File: config.mk
export PLATFORM = sky130hd
export DESIGN_NAME = ieea_seq
export DESIGN_NICKNAME = d
export VERILOG_FILES = /design/src/sv/indexed_indirect_ea_unit_core_assert.svh /design/src/sv/ieea_pkg.sv /design/src/sv/ieea_seq.sv
export SDC_FILE = /design/constraint.sdc
export NUM_CORES = 1
export LEC_CHECK = 0
export BUFFER_PORTS_ARGS = -buffer_cell sky130_fd_sc_hd__buf_2
export CAP_MARGIN = 20
export CORE_AREA = 4 4 43 45
export CTS_CLUSTER_DIAMETER = 60
export CTS_CLUSTER_SIZE = 28
export DETAILED_ROUTE_END_ITERATION = 6
export DIE_AREA = 0 0 47 49
export PLACE_DENSITY = 0.55
export SLEW_MARGIN = 20
export SYNTH_ARGS = -nofsm -noshare
export SYNTH_HDL_FRONTEND = slang
export SYNTH_SLANG_ARGS = --single-unit
export TNS_END_PERCENT = 1
File: constraint.sdc
create_clock -name clock -period 2.7 [get_ports clock]
set_input_delay 0.135 -clock clock [delete_from_list [all_inputs] [get_ports clock]]
set_output_delay 0.135 -clock clock [all_outputs]
set_load 0.01 [all_outputs]
File: src/sv/indexed_indirect_ea_unit_core_assert.svh
// Assertion macros shared by the effective-address unit RTL.
`ifndef INDEXED_INDIRECT_EA_UNIT_CORE_ASSERT_SVH
`define INDEXED_INDIRECT_EA_UNIT_CORE_ASSERT_SVH

// same-cycle implication, reset-qualified
`define IEEA_ASSERT_IMPL(label, ante, cons, msg) \
   label: assert property (@(posedge clock) disable iff (reset) (ante) |-> (cons)) \
      else $error(msg);

// next-cycle implication, reset-qualified
`define IEEA_ASSERT_NEXT(label, ante, cons, msg) \
   label: assert property (@(posedge clock) disable iff (reset) (ante) |=> (cons)) \
      else $error(msg);

`endif

File: src/sv/ieea_pkg.sv
// Types, constants and microcode ROM of the effective-address unit.
package ieea_pkg;

   localparam int ADDR_W    = 18;
   localparam int WORD_W    = 36;
   localparam int IDX_W     = 4;
   localparam int LIM_W     = 16;
   localparam int OP_W      = 2;
   localparam int ST_W      = 2;

   localparam int MEM_WORDS = 4096;
   localparam int MEM_AW    = $clog2(MEM_WORDS);
   localparam int AC_COUNT  = 16;
   localparam int AC_AW     = $clog2(AC_COUNT);

   // accumulators shadow the low 020 addresses
   localparam logic [ADDR_W-1:0] AC_SPACE = ADDR_W'(16);
   localparam logic [ADDR_W:0]   MEM_END  = (ADDR_W+1)'(MEM_WORDS);
   localparam logic [LIM_W-1:0]  LIMIT_RESET = LIM_W'(256);

   // indirect word layout
   localparam int IND_POS = 22;
   localparam int IDX_LSB = 18;

   localparam logic [OP_W-1:0] OP_WRITE = 2'd0;
   localparam logic [OP_W-1:0] OP_READ  = 2'd1;
   localparam logic [OP_W-1:0] OP_EA    = 2'd2;
   localparam logic [OP_W-1:0] OP_NONE  = 2'd3;

   localparam logic [ST_W-1:0] ST_OK    = 2'd0;
   localparam logic [ST_W-1:0] ST_RANGE = 2'd1;
   localparam logic [ST_W-1:0] ST_LIMIT = 2'd2;

   // read address source
   localparam logic [1:0] RD_NONE = 2'd0;
   localparam logic [1:0] RD_ADDR = 2'd1;
   localparam logic [1:0] RD_IDX  = 2'd2;
   localparam logic [1:0] RD_YSUM = 2'd3;

   // early-exit check
   localparam logic [1:0] CHK_NONE = 2'd0;
   localparam logic [1:0] CHK_ADDR = 2'd1;
   localparam logic [1:0] CHK_EA   = 2'd2;

   localparam int UPC_W = 3;
   localparam logic [UPC_W-1:0] UPC_WR  = 3'd0;
   localparam logic [UPC_W-1:0] UPC_RA  = 3'd1;
   localparam logic [UPC_W-1:0] UPC_RB  = 3'd2;
   localparam logic [UPC_W-1:0] UPC_EA0 = 3'd3;
   localparam logic [UPC_W-1:0] UPC_EA1 = 3'd4;
   localparam logic [UPC_W-1:0] UPC_EA2 = 3'd5;
   localparam logic [UPC_W-1:0] UPC_NOP = 3'd6;

   typedef struct packed {
      logic [OP_W-1:0]   opcode;
      logic [ADDR_W-1:0] address;
      logic [WORD_W-1:0] data;
      logic              ind_bit;
      logic [IDX_W-1:0]  index_reg;
      logic [ADDR_W-1:0] offset_y;
   } req_type;

   typedef struct packed {
      logic [ADDR_W-1:0] eff_addr;
      logic [WORD_W-1:0] read_data;
      logic [ST_W-1:0]   status;
   } rsp_type;

   typedef struct packed {
      logic [1:0]       rd_src;
      logic             wr;
      logic [1:0]       chk;
      logic             cnt_inc;
      logic             take_rd;
      logic             load_ptr;
      logic             fin;
      logic [UPC_W-1:0] nxt;
   } ucode_type;

   typedef struct packed {
      logic      busy;
      logic      fin;
      logic      adv;
      ucode_type uc;
   } ctl_type;

   function automatic ucode_type ucode_rom(input logic [UPC_W-1:0] upc);
      ucode_type uc;
      uc = '0;
      unique case (upc)
         UPC_WR: begin
            uc.wr  = 1'b1;
            uc.chk = CHK_ADDR;
            uc.fin = 1'b1;
         end
         UPC_RA: begin
            uc.rd_src = RD_ADDR;
            uc.chk    = CHK_ADDR;
            uc.nxt    = UPC_RB;
         end
         UPC_RB: begin
            uc.take_rd = 1'b1;
            uc.fin     = 1'b1;
         end
         UPC_EA0: begin
            uc.rd_src = RD_IDX;
            uc.nxt    = UPC_EA1;
         end
         UPC_EA1: begin
            uc.rd_src  = RD_YSUM;
            uc.chk     = CHK_EA;
            uc.cnt_inc = 1'b1;
            uc.nxt     = UPC_EA2;
         end
         UPC_EA2: begin
            uc.load_ptr = 1'b1;
            uc.nxt      = UPC_EA0;
         end
         UPC_NOP: begin
            uc.fin = 1'b1;
         end
         default: begin
            uc.fin = 1'b1;
         end
      endcase
      return uc;
   endfunction

   // dispatch map: opcode to first step
   function automatic logic [UPC_W-1:0] entry_upc(input logic [OP_W-1:0] op);
      logic [UPC_W-1:0] upc;
      unique case (op)
         OP_WRITE: upc = UPC_WR;
         OP_READ:  upc = UPC_RA;
         OP_EA:    upc = UPC_EA0;
         OP_NONE:  upc = UPC_NOP;
         default:  upc = UPC_NOP;
      endcase
      return upc;
   endfunction

endpackage

File: src/sv/ieea_seq.sv
// Microcode sequencer: step counter, ROM lookup and dispatch.
module ieea_seq (
   input  logic                     clock,
   input  logic                     reset,
   input  logic                     req_valid,
   input  logic [ieea_pkg::OP_W-1:0] opcode,
   input  logic                     stop,
   input  logic                     slot_free,
   output ieea_pkg::ctl_type        ctl
);
   import ieea_pkg::*;

   logic             busy_ff, busy_in;
   logic [UPC_W-1:0] pc_ff, pc_in;
   ucode_type        uc;
   logic             fin, adv, start;

   assign uc    = ucode_rom(pc_ff);
   assign fin   = busy_ff && (uc.fin || stop);
   // a finishing step waits until the result register can take it
   assign adv   = !fin || slot_free;
   assign start = req_valid && !busy_ff;

   always_comb begin
      busy_in = busy_ff;
      pc_in   = pc_ff;
      priority if (start) begin
         busy_in = 1'b1;
         pc_in   = entry_upc(opcode);
      end else if (busy_ff && adv) begin
         if (fin) begin
            busy_in = 1'b0;
         end else begin
            pc_in = uc.nxt;
         end
      end else begin
         // idle, or a finishing step held by a full result register
         busy_in = busy_ff;
         pc_in   = pc_ff;
      end
   end

   always_ff @(posedge clock) begin
      if (reset) begin
         busy_ff <= 1'b0;
         pc_ff   <= UPC_NOP;
      end else begin
         busy_ff <= busy_in;
         pc_ff   <= pc_in;
      end
   end

   assign ctl.busy = busy_ff;
   assign ctl.fin  = fin;
   assign ctl.adv  = adv;
   assign ctl.uc   = uc;
endmodule

==> results.yml <==
outcome:
  status: "finished, final reports clean"
sta:
  finalCritPeriodShare: 0.592
  finClkSkew_ps: 0.0713
  fmax_ghz: 0.626
  timing.setup.tns_ps: 0
  hold_viol_final: 0
  final_max_slew_viol_count: 0
  tightestPinTransition_ps: 373
  rsz0062_at_grt: "no"
  setup_violations: 0
  min_period_ps: 1600
  slew_headroom: 0.751
  fin_ws_ps: 1100
detailed_routing:
  ant_nets: 0
  via_per_inst: 4.82
  first_iter_violations: 11
  via_count: 395
  dr.pass1.iters: 4
  drt-total-wl_um: 895
  wl_per_cell_um: 10.9
  drc: 0
synthesis:
  yosysWarnings: 0
  syn_nets: 60
  synth-seq-cells: 4
  synth_area_um2: 422
  ys_seq_area_frac: 0.190
  synth_area_per_cell_um2: 8.27
  synth_cell_type_count: 28
  synthCells: 51
floorplanning:
  die-area_um2: 2300
  die_h_um: 49
  core_um2: 1470
  io-pin-count: 22
  rows: 14
  dieWidth_um: 47
  start_util: 0.287
global_routing:
  grtUsageTotal: 0.0817
  first_global_vias: 313
  antenna_found_initial: 0
  grt_max_degree: 13
  grt_pass1_wl_um: 1370
  overflow: 0
job:
  drv_cap: 0
clock_network:
  clock-sinks: 4
  postCtsSetupRepairBufs: 0
  cts_max_level: 1
  cts_resized: 0
  cts_hold_buf: 0
  ctsRootBufferMaster: "clkbuf_4"
  numCtsBuffers: 3
  tritoncts: "built"
  clkLatencyLatePin_ps: 230
  clock_path_buffers: 2
  clk_pin_slew_ps: 40
worst_setup_path:
  crit_type: "flip-flop to output pin"
  crit_fanout: 12
  required_ps: 2570
  end_kind: "output pin"
  arrival_ps: 1460
  start_kind: "flip-flop"
placed_design:
  io_buffers: 21
  globalplace.congestion: 0.774
  dp.cells: 79
  dp_worst_setup_slack_ps: 1340
layout:
  mostFrequentLayoutCell: "buf_2"
  regArea_um2: 80.1
  fill_cells: 175
  stdcell_count: 82
  mostFrequentLayoutCells: "21 x buf_2, 5 x nor2_1, 4 x dfxtp_1"
  final_core_utilization: 0.341
  num-nets-final: 77
  area_growth_pct: 19.0
  layout-drive-gt1-share: 0.424
  antenna_cells: 0
  multi_input_area_um2: 270
power:
  ir_worst_vdd_mv: 0.146
  total_power_mw: 0.217
  power.density_nw_per_um2: 432
  leakagePower_nw: 0.254
worst_hold_path:
  hp-class: "input pin to flip-flop"
state kept, by name, summed over array words and instances (netlist names):
name / cells
busy_ff: 1
pc_ff: 3
final timing paths:
path	from	to	slack (ps)	depth (start not counted)
min reg2reg	pc_ff[2]	pc_ff[2]	620	2
min	slot_free	busy_ff	120	2
max	pc_ff[1]	ctl[11]	1100	4
max reg2reg	pc_ff[2]	busy_ff	1500	3
worst max-delay path, stage by stage (launching register included):
cell and delay [ps]:
dfxtp_1 500, and2b_4 260, and2b_1 180, a21o_1 150, buf_2 130
area by class of cell:
type,instances,area share
Multi-Input combinational cell,37,0.539
Tap cell,16,0.0399
Sequential cell,4,0.160
Timing Repair Buffer,21,0.209
Inverter,1,0.00748
Clock buffer,3,0.0449
synthesized netlist by cell type:
library cell / instances / share of area
a211oi_1: 1 / 0.018
a21o_1: 2 / 0.036
a21oi_1: 1 / 0.012
a311oi_2: 1 / 0.036
and2_1: 2 / 0.030
and2b_1: 1 / 0.018
and2b_4: 1 / 0.024
and3b_1: 1 / 0.021
buf_4: 5 / 0.089
buf_6: 2 / 0.053
clkbuf_1: 2 / 0.018
dfxtp_1: 4 / 0.19
ha_1: 2 / 0.059
inv_1: 1 / 0.0089
nand2_1: 1 / 0.0089
nand2b_1: 1 / 0.015
nand3b_1: 2 / 0.036
nor2_1: 5 / 0.045
nor2b_1: 2 / 0.030
nor2b_4: 1 / 0.033
nor3_1: 3 / 0.036
nor3b_1: 3 / 0.053
nor4_1: 2 / 0.030
nor4b_1: 1 / 0.021
o21bai_2: 1 / 0.027
o32ai_1: 1 / 0.021
or3_1: 1 / 0.015
xnor2_1: 1 / 0.021
cells by family after synthesis:
| family | share of synthesized area |
|---|---|
| and+or+nand+nor | 0.412 |
| buffers and inverters | 0.169 |
| AOI/OAI and AO/OA | 0.148 |
| DFF | 0.190 |
| adders and majority gates | 0.0593 |
| xor gates and xnor gates | 0.0208 |
report_power, final:
group          internal (mW)  switching, mW  leakage, nW  total [mW]
Clock                 0.0497         0.0248       0.0138      0.0745
Sequential            0.0646         0.0137       0.0332      0.0783
Combinational         0.0334         0.0306        0.207      0.0640
Total                  0.148         0.0690        0.254       0.217
per-layer routing:
layer | share of wire | global-route usage | wire length (um) | vias to the layer above
li1 | - | - | - | 203
met1 | 0.46 | 0.108 | 410 | 179
met2 | 0.48 | 0.104 | 430 | 13
met3 | 0.061 | 0.0332 | 55 | 0
met4 | 0 | 0.0553 | 0 | 0
met5 | 0 | 0 | 0 | -
through the flow:
stage	area (um^2)	hold slack, ps
3_3_place_gp	479	369
3_5_place_dp	479	367
2_1_floorplan	422	258
6_report	502	122
5_1_grt	502	123
4_1_cts	502	113
Power figures use the tool's default switching activity.
